## config.mk

```make
export PLATFORM = sky130hd
export DESIGN_NAME = tbbfe_freq_avg
export DESIGN_NICKNAME = d
export VERILOG_FILES = /design/src/tbbfe_pkg.sv /design/src/tbbfe_freq_avg.sv
export SDC_FILE = /design/constraint.sdc
export NUM_CORES = 2
export LEC_CHECK = 0
export ABC_AREA = 1
export BUFFER_PORTS_ARGS = -buffer_cell sky130_fd_sc_hd__buf_2
export CAP_MARGIN = 20
export CORE_MARGIN = 4
export CORE_UTILIZATION = 40
export CTS_CLUSTER_DIAMETER = 60
export CTS_CLUSTER_SIZE = 14
export DETAILED_ROUTE_END_ITERATION = 7
export GPL_TIMING_DRIVEN = 1
export PLACE_DENSITY_LB_ADDON = 0.25
export SETUP_SLACK_MARGIN = 0.3
export SLEW_MARGIN = 15
export SYNTH_ARGS = -nofsm -noshare
export SYNTH_HDL_FRONTEND = slang
export SYNTH_SLANG_ARGS = --single-unit
export TNS_END_PERCENT = 1
```

## constraint.sdc

```tcl
create_clock -name clk_i -period 6.6 [get_ports clk_i]
set_clock_uncertainty 0.1 [all_clocks]
set_input_delay 0.33 -clock clk_i [delete_from_list [all_inputs] [get_ports clk_i]]
set_output_delay 0.33 -clock clk_i [all_outputs]
set_load 0.005 [all_outputs]
```

## src/tbbfe_pkg.sv

```systemverilog
`default_nettype none
// ----------------------------------------------------------------------------
// tbbfe_pkg
// Shared types and constants of the three band beat flash envelope: band
// count, field widths, register indexes and the control and result records
// that pass between the top level and its lanes.
// ----------------------------------------------------------------------------
package tbbfe_pkg;

  // Number of band lanes. Legal range is 1 to 8. Only the first three
  // lanes see a band level from the input item; the others see zero.
  localparam int unsigned BANDS    = 3;
  localparam int unsigned IN_BANDS = 3;

  localparam int unsigned LEVEL_W  = 16;
  localparam int unsigned FREQ_W   = 16;
  localparam int unsigned BRIGHT_W = 8;
  localparam int unsigned FAST_W   = 24;   // Q16.8 smoothed level
  localparam int unsigned AVG_W    = 32;   // Q16.16 slow averages
  localparam int unsigned FF_W     = 9;    // Q1.8 fast factor
  localparam int unsigned SF_W     = 17;   // Q1.16 slow factor
  localparam int unsigned RATIO_W  = 12;   // Q4.8 beat ratio

  localparam int unsigned CFG_ADDR_W = 3;
  localparam int unsigned CFG_DATA_W = 17;

  localparam int unsigned IN_DATA_W  = 64;
  localparam int unsigned OUT_DATA_W = 48;

  localparam logic [BRIGHT_W-1:0] BRIGHT_MAX = 8'd255;

  typedef enum logic [CFG_ADDR_W-1:0] {
    CFG_DECAY_STEP       = 3'd0,
    CFG_FLOOR_BRIGHTNESS = 3'd1,
    CFG_FAST_FACTOR      = 3'd2,
    CFG_SLOW_FACTOR      = 3'd3,
    CFG_BEAT_RATIO       = 3'd4
  } cfg_idx_e;

  // Configuration as the lanes use it, with factors already clamped to one.
  typedef struct packed {
    logic [BRIGHT_W-1:0] decay_step;
    logic [BRIGHT_W-1:0] floor_brightness;
    logic [FF_W-1:0]     fast_f;
    logic [FF_W-1:0]     fast_f_inv;
    logic [SF_W-1:0]     slow_f;
    logic [SF_W-1:0]     slow_f_inv;
    logic [RATIO_W-1:0]  beat_ratio;
  } cfg_t;

  // Step strobes of the shared sequencer.
  typedef struct packed {
    logic mul;       // form the blend products
    logic sum;       // add and scale the products
    logic thr;       // form the beat threshold product
    logic commit;    // decide beat and envelope, write state
  } ctrl_t;

  typedef struct packed {
    logic [BRIGHT_W-1:0] brightness;
    logic                beat;
    logic                active;
  } band_res_t;

endpackage

`default_nettype wire

```

## src/tbbfe_freq_avg.sv

```systemverilog
`default_nettype none
// ----------------------------------------------------------------------------
// tbbfe_freq_avg
// Slow exponential average of the dominant frequency, Q16.16.
// ----------------------------------------------------------------------------
module tbbfe_freq_avg (
  input  wire logic                         clk_i,
  input  wire logic                         rst_ni,
  input  wire tbbfe_pkg::ctrl_t             ctrl_i,
  input  wire tbbfe_pkg::cfg_t              cfg_i,
  input  wire logic [tbbfe_pkg::FREQ_W-1:0] peak_i,
  output logic [tbbfe_pkg::FREQ_W-1:0]      avg_o
);
  import tbbfe_pkg::*;

  localparam int unsigned SP_W = AVG_W + SF_W;

  logic [AVG_W-1:0] avg_q;
  logic [AVG_W-1:0] avg_new_q;
  logic [SP_W-1:0]  p_new_q, p_old_q;
  logic [SP_W:0]    sum;

  assign sum   = {1'b0, p_new_q} + {1'b0, p_old_q};
  assign avg_o = avg_new_q[AVG_W-1:AVG_W-FREQ_W];

  always_ff @(posedge clk_i) begin
    if (ctrl_i.mul) begin
      p_new_q <= SP_W'({peak_i, 16'd0} * cfg_i.slow_f);
      p_old_q <= SP_W'(avg_q * cfg_i.slow_f_inv);
    end
    if (ctrl_i.sum) begin
      avg_new_q <= sum[AVG_W+16-1:16];
    end
  end

  always_ff @(posedge clk_i or negedge rst_ni) begin
    if (!rst_ni) begin
      avg_q <= '0;
    end else if (ctrl_i.commit) begin
      avg_q <= avg_new_q;
    end
  end

endmodule

`default_nettype wire

```

Word level (Yosys, flattened, before mapping)
Cells that the tools add are included.

word-level totals
  register bits = 144
  input bits = 102
  output and inout bits = 16
  word-level logic and storage cells = 7

cells by class
  add/sub/neg operators = 1
  multipliers = 2

operator list
  kind              number
  $add A48 B48 Y48  1
  $mul A32 B17 Y48  1
  $mul A16 B17 Y32  1

Longest topological paths before layout
  depth after elaboration = 1
  mapped depth = 28
  gate-level depth less buffers = 26

Worst setup path before layout
Ideal clock, no wire load.

  path type = register to register
  from = register avg_q[30]
  to = register p_old_q[43], data pin
  library setup time = 253 ps
  arrival time = 5302 ps
  required time = 6247 ps
  setup slack = 945 ps
  cell stages (with the launch flop) = 24
  path buffers = 2
  period minus slack after synthesis = 5655 ps
  cell sequence = dfrtp_1 > clkbuf_1 > clkbuf_1 > nand2_1 > fa_1 > inv_1 > fa_1 > inv_1 > fa_1 > inv_1 > fa_1 > fa_1 > inv_1 > fa_1 > inv_1 > ha_1 > nand2_1 > nor2_2 > nand2_2 > nor2_2 > nand4_1 > or2_1 > nand4_1 > nand2_1

between the ends
  cells in the longest elaborated chain, start to end = 1

ends and longest elaborated chain
  item                    line                  RTL
  start, declared         tbbfe_freq_avg.sv:18  logic [AVG_W-1:0] avg_q;
  start signal, assigned  tbbfe_freq_avg.sv:40  avg_q <= avg_new_q;
  $mul A32 B17 Y48        tbbfe_freq_avg.sv:29  p_old_q <= SP_W'(avg_q * cfg_i.slow_f_inv);
  end signal, assigned    tbbfe_freq_avg.sv:29
  end, declared           tbbfe_freq_avg.sv:20  logic [SP_W-1:0] p_new_q, p_old_q;

Every way passes these cells.
A chain may end at the register's enable or synchronous reset.

Worst setup path after layout
  from = register avg_q[6]
  to = register p_old_q[26], data pin

The elaborated chain is that of the path after synthesis.

==> flow_summary.toml <==
[outcome]
status = "finished clean"

[die]
die_width_um = 295.7
rows = 105
core_area_mm2 = 0.08211
io_pins = 118
die_h_um = 295.7
start_util_pct = 40.33
die_area_mm2 = 0.08745

[logic_synthesis]
synth-seq-area-share_pct = 11.12
synth-seq-cells = 128
synth_nets = 5190
synth_area_mm2 = 0.03311
async_flop_share_pct = 25.00
yosysUniqueCellTypes = 41
synth_edf_count = 96
syn_inst = 4185
yosysWarnings = 0
syn_area_per_cell_um2 = 7.912
synth_ff_type = "edfxtp_1"

[sta]
max_freq_mhz = 164.7
fin_crit_sh_pct = 91.99
final-setup-viol-count = 0
relSlewSlack_pct = 36.52
timing.hold.ws_ns = 0.3338
finalHoldViolations = 0
rsz0062_at_grt = "yes"
fin_tns_setup_ns = 0
max_slew.worst_pin.slew_ns = 0.9522
fin_crit_ns = 6.072
drv_slew = 0

[placed_design]
dpl.hpwl_um = 71940
portBuffers = 70
place_congestion = 0.9481

[drt]
viasPerCell = 4.827
vias = 25157
drt_iter0_drc = 1390
post_drt_wl_per_cell_um = 16.33
drc = 0
ant_nets = 0
wirelength_um = 85140
firstDrtPassIters = 6

[clocking]
clock_latency_ns = 0.44
cts_tree = "done"
clk_path_buf_depth = 2
cts_setup_buffers = 0
clock-sinks = 128
cts-root-buf = "clkbuf_16"
htreeDepth = 4
cts_made_buffers = 17
clk_pin_slew_ns = 0.07

[setup_path]
path_max_fanout = 10
startpoint_type = "flop"
end_kind = "flop"
critical_path_class = "flop to flop"
crit_required_ns = 6.72
cp_data_arrival_time_ns = 6.19

[hold_path]
min-delay-path-class = "input port to flop"

[global_routing]
grt_pass1_wl_um = 141900
antenna_found_initial = 1
grt_pass1_vias = 26427
gr-total-overflow = 0
grt_usage_pct = 20.44
grt_max_degree = 65

[run]
cap_violations = 0

[finish]
nets = 5133
synthToLayoutAreaGrowth_pct = 5.766
drive_gt1_share_pct = 6.061
-- cell usage in the layout, fill, tap and decap left out, types with 18 or more instances in the layout --
cell	Yosys	final
nand2_1	1146	1146
inv_1	1141	1141
fa_1	654	654
ha_1	249	249
nor2_1	145	145
a21oi_1	129	129
edfxtp_1	96	96
nand3_1	77	77
buf_2	3	70
o21ai_0	64	64
xor2_1	58	58
buf_4	16	52
mux2_2	31	31
nand4_1	20	20
xnor2_1	18	18
dfrtp_2	0	18
-- critical path, cell delays in order (launching register included) --
cell and delay, ns:
dfrtp_1 0.72, nand2_1 0.16, fa_1 0.56, inv_1 0.05, fa_1 0.55, fa_1 0.44
fa_1 0.50, fa_1 0.51, inv_1 0.05, fa_1 0.48, inv_1 0.04, ha_1 0.38
nand2_1 0.12, nor2_1 0.23, nand2_1 0.13, o21ai_1 0.31, nand2_1 0.09, nand2_1 0.08
xor2_1 0.31
-- routing by layer --
metal / track usage (%) / wire [µm]
met1: 29.00 / 39530
met2: 35.06 / 41120
met3: 1.767 / 3339
met4: 3.073 / 1146
met5: 0 / 0
-- cell usage after synthesis, drive strengths merged (21+ instances only) --
cell type	number	share of area, %
dfrtp	32	2.4
xor2	58	1.5
clkbuf	181	2.1
nand2	1154	13
a21oi	129	1.9
nor3	21	0.40
o21ai	77	1.2
ha	249	9.4
nand3	77	1.2
mux2	31	1.1
edfxtp	96	8.7
fa	654	40
nor2	161	1.9
inv	1157	13
-- final timing paths --
check / startpoint / end / slack, ns / cells past startpoint
min in group asynchronous: rst_ni / avg_q[17] / 0.48 / 2
max in group asynchronous: rst_ni / avg_q[11] / 5.24 / 2
min reg2reg: avg_new_q[13] / avg_q[13] / 0.37 / 1
min: cfg_i[29] / p_new_q[16] / 0.33 / 3
max reg2reg: avg_q[6] / p_old_q[26] / 0.53 / 18
max: avg_q[6] / p_old_q[26] / 0.53 / 18
-- final cells by class --
class / count / area [µm²]
Fill cell: 8364 / 47090
Multi-Input combinational cell: 2698 / 24260
Inverter: 1158 / 4347
Sequential cell: 128 / 3706
Tap cell: 1070 / 1339
Timing Repair Buffer: 125 / 790.8
Clock buffer: 17 / 425.4
Clock inverter: 15 / 148.9
Antenna cell: 1 / 2.502
-- repair_timing --
item                                    4_1_cts  5_1_grt
gates resized for setup                       0       18
endpoints found under the hold margin        32        0
hold buffers                                  1        0
endpoints found under the setup margin        0       28
-- registers in the layout, summed over array words and instances (netlist names) --
signal     cells
avg_q         32
p_old_q       32
p_new_q       32
avg_new_q     32
-- logic make-up after synthesis --
logic type / Yosys count / share of synthesized area, %
flops: 128 / 11.12
buf+inv: 1359 / 15.60
mux: 31 / 1.054
compound gates: 245 / 4.017
fa+ha+maj: 903 / 48.95
xor+xnor: 76 / 2.010
simple gates: 1443 / 17.25
-- through the flow --
step	worst slack, ns	utilization [%]	area, µm²	cells
2_1_floorplan	0.9451	-	33110	4185
3_3_place_gp	0.2593	41.91	34410	5178
3_5_place_dp	0.2633	41.91	34410	5178
4_1_cts	0.3166	42.62	35000	5211
5_1_grt	0.2299	42.65	35020	5211
6_report	0.5285	42.65	35020	5212
Power is not shown: default switching activity piles up to over one toggle a cycle in this logic, so the estimate is an artifact.
