$ cat src/tbbfe_pkg.sv
`default_nettype none
// ----------------------------------------------------------------------------
// tbbfe_pkg
// Shared types and constants of the three band beat flash envelope: band
// count, field widths, register indexes and the control and result records
// that pass between the top level and its lanes.
// ----------------------------------------------------------------------------
package tbbfe_pkg;

  // Number of band lanes. Legal range is 1 to 8. Only the first three
  // lanes see a band level from the input item; the others see zero.
  localparam int unsigned BANDS    = 3;
  localparam int unsigned IN_BANDS = 3;

  localparam int unsigned LEVEL_W  = 16;
  localparam int unsigned FREQ_W   = 16;
  localparam int unsigned BRIGHT_W = 8;
  localparam int unsigned FAST_W   = 24;   // Q16.8 smoothed level
  localparam int unsigned AVG_W    = 32;   // Q16.16 slow averages
  localparam int unsigned FF_W     = 9;    // Q1.8 fast factor
  localparam int unsigned SF_W     = 17;   // Q1.16 slow factor
  localparam int unsigned RATIO_W  = 12;   // Q4.8 beat ratio

  localparam int unsigned CFG_ADDR_W = 3;
  localparam int unsigned CFG_DATA_W = 17;

  localparam int unsigned IN_DATA_W  = 64;
  localparam int unsigned OUT_DATA_W = 48;

  localparam logic [BRIGHT_W-1:0] BRIGHT_MAX = 8'd255;

  typedef enum logic [CFG_ADDR_W-1:0] {
    CFG_DECAY_STEP       = 3'd0,
    CFG_FLOOR_BRIGHTNESS = 3'd1,
    CFG_FAST_FACTOR      = 3'd2,
    CFG_SLOW_FACTOR      = 3'd3,
    CFG_BEAT_RATIO       = 3'd4
  } cfg_idx_e;

  // Configuration as the lanes use it, with factors already clamped to one.
  typedef struct packed {
    logic [BRIGHT_W-1:0] decay_step;
    logic [BRIGHT_W-1:0] floor_brightness;
    logic [FF_W-1:0]     fast_f;
    logic [FF_W-1:0]     fast_f_inv;
    logic [SF_W-1:0]     slow_f;
    logic [SF_W-1:0]     slow_f_inv;
    logic [RATIO_W-1:0]  beat_ratio;
  } cfg_t;

  // Step strobes of the shared sequencer.
  typedef struct packed {
    logic mul;       // form the blend products
    logic sum;       // add and scale the products
    logic thr;       // form the beat threshold product
    logic commit;    // decide beat and envelope, write state
  } ctrl_t;

  typedef struct packed {
    logic [BRIGHT_W-1:0] brightness;
    logic                beat;
    logic                active;
  } band_res_t;

endpackage

`default_nettype wire

$ cat src/tbbfe_band_lane.sv
`default_nettype none
// ----------------------------------------------------------------------------
// tbbfe_band_lane
// One band: slow average update, fast level filter, beat test and the
// brightness envelope, stepped by the shared sequencer.
// ----------------------------------------------------------------------------
module tbbfe_band_lane (
  input  wire logic                          clk_i,
  input  wire logic                          rst_ni,
  input  wire tbbfe_pkg::ctrl_t              ctrl_i,
  input  wire tbbfe_pkg::cfg_t               cfg_i,
  input  wire logic [tbbfe_pkg::LEVEL_W-1:0] level_i,
  output tbbfe_pkg::band_res_t               res_o
);
  import tbbfe_pkg::*;

  localparam int unsigned SP_W  = AVG_W + SF_W;        // slow products
  localparam int unsigned FP_W  = FAST_W + FF_W;       // fast products
  localparam int unsigned THR_W = AVG_W + RATIO_W;

  logic [FAST_W-1:0]   fast_level_q;
  logic [AVG_W-1:0]    slow_avg_q;
  logic [BRIGHT_W-1:0] bright_q;
  logic                active_q;

  logic [SP_W-1:0]     slow_p_new_q, slow_p_old_q;
  logic [FP_W-1:0]     fast_p_new_q, fast_p_old_q;
  logic [AVG_W-1:0]    avg_new_q;
  logic [FAST_W-1:0]   lvl_new_q;
  logic [THR_W-1:0]    thr_q;

  logic [SP_W:0]       slow_sum;
  logic [FP_W:0]       fast_sum;
  logic                beat;
  logic [BRIGHT_W-1:0] base;
  logic [BRIGHT_W:0]   diff;
  logic                clamp;
  logic [BRIGHT_W-1:0] bright_d;
  logic                active_d;

  assign slow_sum = {1'b0, slow_p_new_q} + {1'b0, slow_p_old_q};
  assign fast_sum = {1'b0, fast_p_new_q} + {1'b0, fast_p_old_q};

  // Beat when level * 2^16 is strictly above average * ratio.
  assign beat  = {{(THR_W-FAST_W-16){1'b0}}, lvl_new_q, 16'd0} > thr_q;
  assign base  = beat ? BRIGHT_MAX : bright_q;
  assign diff  = {1'b0, base} - {1'b0, cfg_i.decay_step};
  // A borrow means the difference went negative, which is below any floor.
  assign clamp = diff[BRIGHT_W] || (diff[BRIGHT_W-1:0] < cfg_i.floor_brightness);

  always_comb begin
    if (clamp) begin
      bright_d = cfg_i.floor_brightness;
      active_d = 1'b0;
    end else begin
      bright_d = diff[BRIGHT_W-1:0];
      active_d = beat | active_q;
    end
  end

  assign res_o.brightness = bright_d;
  assign res_o.beat       = beat;
  assign res_o.active     = active_d;

  always_ff @(posedge clk_i) begin
    if (ctrl_i.mul) begin
      slow_p_new_q <= SP_W'({fast_level_q, 8'd0} * cfg_i.slow_f);
      slow_p_old_q <= SP_W'(slow_avg_q * cfg_i.slow_f_inv);
      fast_p_new_q <= FP_W'({level_i, 8'd0} * cfg_i.fast_f);
      fast_p_old_q <= FP_W'(fast_level_q * cfg_i.fast_f_inv);
    end
    if (ctrl_i.sum) begin
      avg_new_q <= slow_sum[AVG_W+16-1:16];
      lvl_new_q <= fast_sum[FAST_W+8-1:8];
    end
    if (ctrl_i.thr) begin
      thr_q <= THR_W'(avg_new_q * cfg_i.beat_ratio);
    end
  end

  always_ff @(posedge clk_i or negedge rst_ni) begin
    if (!rst_ni) begin
      fast_level_q <= '0;
      slow_avg_q   <= '0;
      bright_q     <= '0;
      active_q     <= 1'b0;
    end else if (ctrl_i.commit) begin
      fast_level_q <= lvl_new_q;
      slow_avg_q   <= avg_new_q;
      bright_q     <= bright_d;
      active_q     <= active_d;
    end
  end

endmodule

`default_nettype wire

$ cat config.mk
export PLATFORM = sky130hd
export DESIGN_NAME = tbbfe_band_lane
export DESIGN_NICKNAME = d
export VERILOG_FILES = /design/src/tbbfe_pkg.sv /design/src/tbbfe_band_lane.sv
export SDC_FILE = /design/constraint.sdc
export NUM_CORES = 2
export LEC_CHECK = 0
export BUFFER_PORTS_ARGS = -buffer_cell sky130_fd_sc_hd__buf_2
export CORE_MARGIN = 4
export CORE_UTILIZATION = 29
export DETAILED_ROUTE_END_ITERATION = 12
export PLACE_DENSITY = 0.51
export SLEW_MARGIN = 20
export SYNTH_ARGS = -nofsm -noshare
export SYNTH_HDL_FRONTEND = slang
export SYNTH_SLANG_ARGS = --single-unit
$ cat constraint.sdc
create_clock -name clk_i -period 7.1 [get_ports clk_i]
set_input_delay 1.42 -clock clk_i [delete_from_list [all_inputs] [get_ports clk_i]]
set_output_delay 1.42 -clock clk_i [all_outputs]
set_load 0.02 [all_outputs]
; ---- Word-level counts from Yosys, hierarchy flattened
; Index checks and enable logic that the tools add are counted.
[word_totals]
input_bits = 102
latch_bits = 0
ramBits = 0
mem_bits_ro = 0
n_memories = 0
reg_bits = 309
[op_classes]
n_reduce_logical = 1
addsub = 3
n_div = 0
n_lt_le_gt_ge = 2
n_mux = 3
shift = 0
bitwise_logic = 1
mul = 5
n_eq_ne = 0
[ops]
columns = cell, n
row1 = $add 48x48->48, 1
row2 = $mul 32x17->48, 1
row3 = $gt 40x44->1, 1
row4 = $mul 32x12->44, 1
row5 = $mul 24x17->40, 1
row6 = $add 32x32->32, 1
row7 = $mul 24x9->32, 1
row8 = $mul 16x9->24, 1
row9 = $mux 8, 2
row10 = $sub 8x8->9, 1
row11 = $lt 8x8->1, 1
row12 = $logic_or 1x1->1, 1
row13 = $mux 1, 1
row14 = $or 1x1->1, 1

; ---- Logic depth before layout (Yosys ltp)
[logic_depth]
depth_word = 6
ltp_mapped = 26
mapped_depth_nobuf = 25

; ---- Worst setup path before layout
; OpenSTA, ideal clock, no wires.
[synth_path]
kind = input to register
start = in cfg_i[31] (netlist name)
end = reg slow_p_new_q[47] (data pin)
arrival_time_ps = 7110
required_ps = 6839
stages = 23
path_slack_ps = -271
setup_ps = 261
path_buffers = 2
path_cell_list = clkbuf_1 nand2_1 fa_1 inv_1 fa_1 inv_1 fa_1 inv_1 fa_1 fa_1 inv_1 fa_1 inv_1 ha_1 clkbuf_1 o2111ai_1 or2_2 a211oi_1 nor2_1 a2111o_1 a31oi_1 nor4_1 a311o_1
[synth_via]
elab_chain_len = 1
[synth_rtl]
columns = item, line_no
row1 = "start, declared", tbbfe_band_lane.sv:11  ; input wire tbbfe_pkg::cfg_t cfg_i,
row2 = $mul 24x17->40, tbbfe_band_lane.sv:67  ; slow_p_new_q <= SP_W'({fast_level_q, 8'd0} * cfg_i.slow_f);
row3 = "end signal, assigned", tbbfe_band_lane.sv:67
row4 = "end, declared", tbbfe_band_lane.sv:26  ; logic [SP_W-1:0] slow_p_new_q, slow_p_old_q;
; No other way between the ends.
; A chain may end at the register's enable or synchronous reset.

; ---- Worst setup path in the final report
[layout_path]
start = in cfg_i[23] (netlist name)
end = reg slow_p_old_q[44] (data pin)
[layout_via]
elab_chain_len = 1
[layout_rtl]
columns = item, line_no
row1 = $mul 32x17->48, tbbfe_band_lane.sv:68  ; slow_p_old_q <= SP_W'(slow_avg_q * cfg_i.slow_f_inv);
row2 = "end signal, assigned", tbbfe_band_lane.sv:68
row3 = "end, declared", tbbfe_band_lane.sv:26
; No other way between the ends.

==> metrics.cfg <==
[outcome]
status=complete, no violations

[critical_path]
arrival_ps=7320
cp-end-kind=flip-flop
worstPathMaxFanout=18
worstPathRequired_ps=7490
r2r-start=slow_avg_q[12]
startpoint_type=input pin
crit_type=input pin to flip-flop
critPathLaunch=cfg_i[23]

[timing]
worstMarginPinSlew_ps=1030
finalCritPeriodShare=0.9764
relSlewSlack=0.3130
hold_slack_ps=499.8
tns_ps=0
setup_viol=0
final_max_slew_viol_count=0
skew_ps=40.87
fin_crit_ps=6933
rsz0062_at_grt=true
fmax_mhz=144.2
hold_viol_final=0

[clocking]
cts.sinks=293
cts_buffers=39
root_buffer=clkbuf_16
path_clk_slew_ps=60
cts_tree=yes
clk_path_buf_depth=3
postCtsHoldBufs=0
htreeDepth=2
insertion_delay_ps=600

[placed_design]
place.detailed.hpwl_mm=146.4
dpl_cell_area_um2=72470
port_buffers=111
gp_congestion=0.8497

[synthesis]
ys_seq_area_frac=0.1286
synth_cells=7162
synthArstFlopShare=0.2218
ys_warn_count=0
syn_nets=9091
ys.flop_type=edfxtp_1
synth_area_per_cell_um2=9.200
synth_area_um2=65890
synth_seq_cells=293
synth_edf_count=228
yosysUniqueCellTypes=97

[detailed_routing]
wl_mm=176.9
vias_per_cell=4.554
wl_per_cell_um=16.89
drtPass1Iterations=6
drtAntennaViolNets=0
drc=0
drt-initial-drc-count=2375
vias=47720

[global_route]
grt_pass1_wl_mm=289.5
grt_pass1_vias=52360
grt_max_degree=82
antenna_found_initial=20
track_usage=0.1531
overflow=0

[final_layout]
layout_commonest_cell=inv_1
layout-drive-gt1-share=0.1071
areaGrowthSynthToFinish_pct=13.27
layout.nets=9377
fillers=23380
layout_common_cells=inv_1, fa_1, nand2_1, and2_1, ha_1
final_area_um2=74630

[floorplanning]
die_x_um=484.7
io_pins=112
coreArea_um2=225300
die_h_um=484.7
start_util=0.2924
dieArea_um2=234900
num_rows=174

[worst_hold_path]
hold_path.class=flip-flop to flip-flop
hp-start=bright_q[4]

[flow_run]
cap_viol_max_count=0

==> critical path: stages <==
cell      delay (ps)
buf_4            190
and2_1           210
fa_1             540
inv_1             60
fa_1             530
inv_1             50
fa_1             510
fa_1             460
fa_1             520
inv_1             50
fa_1             580
inv_2             60
ha_4             210
a21o_1           150
a21o_1           190
a31oi_2          170
buf_4            140
o22ai_1           70
a31o_2           250
o21ai_2          140
buf_6            150
o21ai_2           90
a2111o_1         430
o311ai_2         100
==> through the flow <==
step | cells | utilization | setup slack, ps
after detailed placement | 10370 | 0.3216 | -714.6
after CTS | 10460 | 0.3288 | -5.045
after global routing | 10470 | 0.3312 | -62.76
after floorplan | 7162 | - | -5.930
final | 10480 | 0.3312 | 167.3
after global placement | 10370 | 0.3216 | -645.4
==> cell usage after synthesis (20+ instances only) <==
cell | count | share of area
inv_1 | 1609 | 0.092
fa_1 | 1327 | 0.40
nand2_1 | 1154 | 0.066
and2_1 | 658 | 0.062
ha_1 | 500 | 0.095
clkbuf_1 | 317 | 0.018
edfxtp_1 | 228 | 0.10
a21oi_1 | 196 | 0.015
xnor2_1 | 146 | 0.019
nor2_1 | 129 | 0.0073
a21o_1 | 108 | 0.012
o21ai_0 | 76 | 0.0058
dfrtp_1 | 65 | 0.025
mux2_2 | 64 | 0.011
xor2_1 | 55 | 0.0073
nor3_1 | 39 | 0.0030
nand4_1 | 38 | 0.0036
nand3_1 | 32 | 0.0024
and3_1 | 31 | 0.0029
nor2b_1 | 30 | 0.0028
o21a_1 | 28 | 0.0032
o21bai_1 | 25 | 0.0028
o21ai_1 | 23 | 0.0017
nand2b_1 | 22 | 0.0021
a211oi_1 | 21 | 0.0024
a31oi_1 | 20 | 0.0019
==> sequential cells by signal (all words and copies together), names as in the netlist <==
name          cells
slow_p_new_q     40
avg_new_q        32
fast_level_q     24
active_q          1
thr_q            44
fast_p_old_q     24
slow_avg_q       32
slow_p_old_q     40
fast_p_new_q     24
lvl_new_q        24
bright_q          8
==> area by class of cell <==
class	count	area, um2	area share
sequential	293	8473	0.1135
timing repair buffer	574	4402	0.05898
antenna	8	20.02	0.0002683
inverter	1611	6050	0.08106
tap	2992	3744	0.05016
multi-input combinational	4929	50580	0.6778
clock inverter	20	262.8	0.003521
clock buffer	51	1095	0.01467
==> final timing paths <==
path / slack [ps] / end / depth (start not counted)
worst max register to register: 350 / slow_p_old_q[44] / 22
worst min register to register: 500 / bright_q[4] / 1
max in group asynchronous: 5230 / slow_avg_q[17] / 2
worst min-delay path: 500 / bright_q[4] / 1
worst max-delay path: 170 / slow_p_old_q[44] / 24
min in group asynchronous: 880 / fast_level_q[14] / 1
==> metal layers <==
layer	up-vias	track usage	part of all wire	wire length [um]
li1	22160	-	-	-
met1	24600	0.2102	0.45	80410
met2	813	0.2622	0.49	86580
met3	149	0.01600	0.038	6758
met4	2	0.03085	0.018	3169
met5	-	0	0.00011	20
==> kinds of logic (layout without fill, tap and decap cells) <==
group,count (synthesis),in the layout,synth area share
and+or+nand+nor,2193,2193,0.1592
buffers and inverters,1940,2256,0.1108
adders and majority gates,1827,1827,0.4981
AOI/OAI and AO/OA,637,637,0.06441
DFF,293,293,0.1286
xor gates and xnor gates,201,201,0.02672
muxes,71,71,0.01208
other,0,8,0
==> what timing repair did <==
action | in CTS | in global routing
buffers inserted | 14 | 13
gates resized for setup | 45 | 91
gates cloned | 1 | 1
endpoints found under the setup margin | 16 | 33
pin swaps | 21 | 53
Power is not shown: default switching activity piles up to over one toggle a cycle in this logic, so the estimate is an artifact.
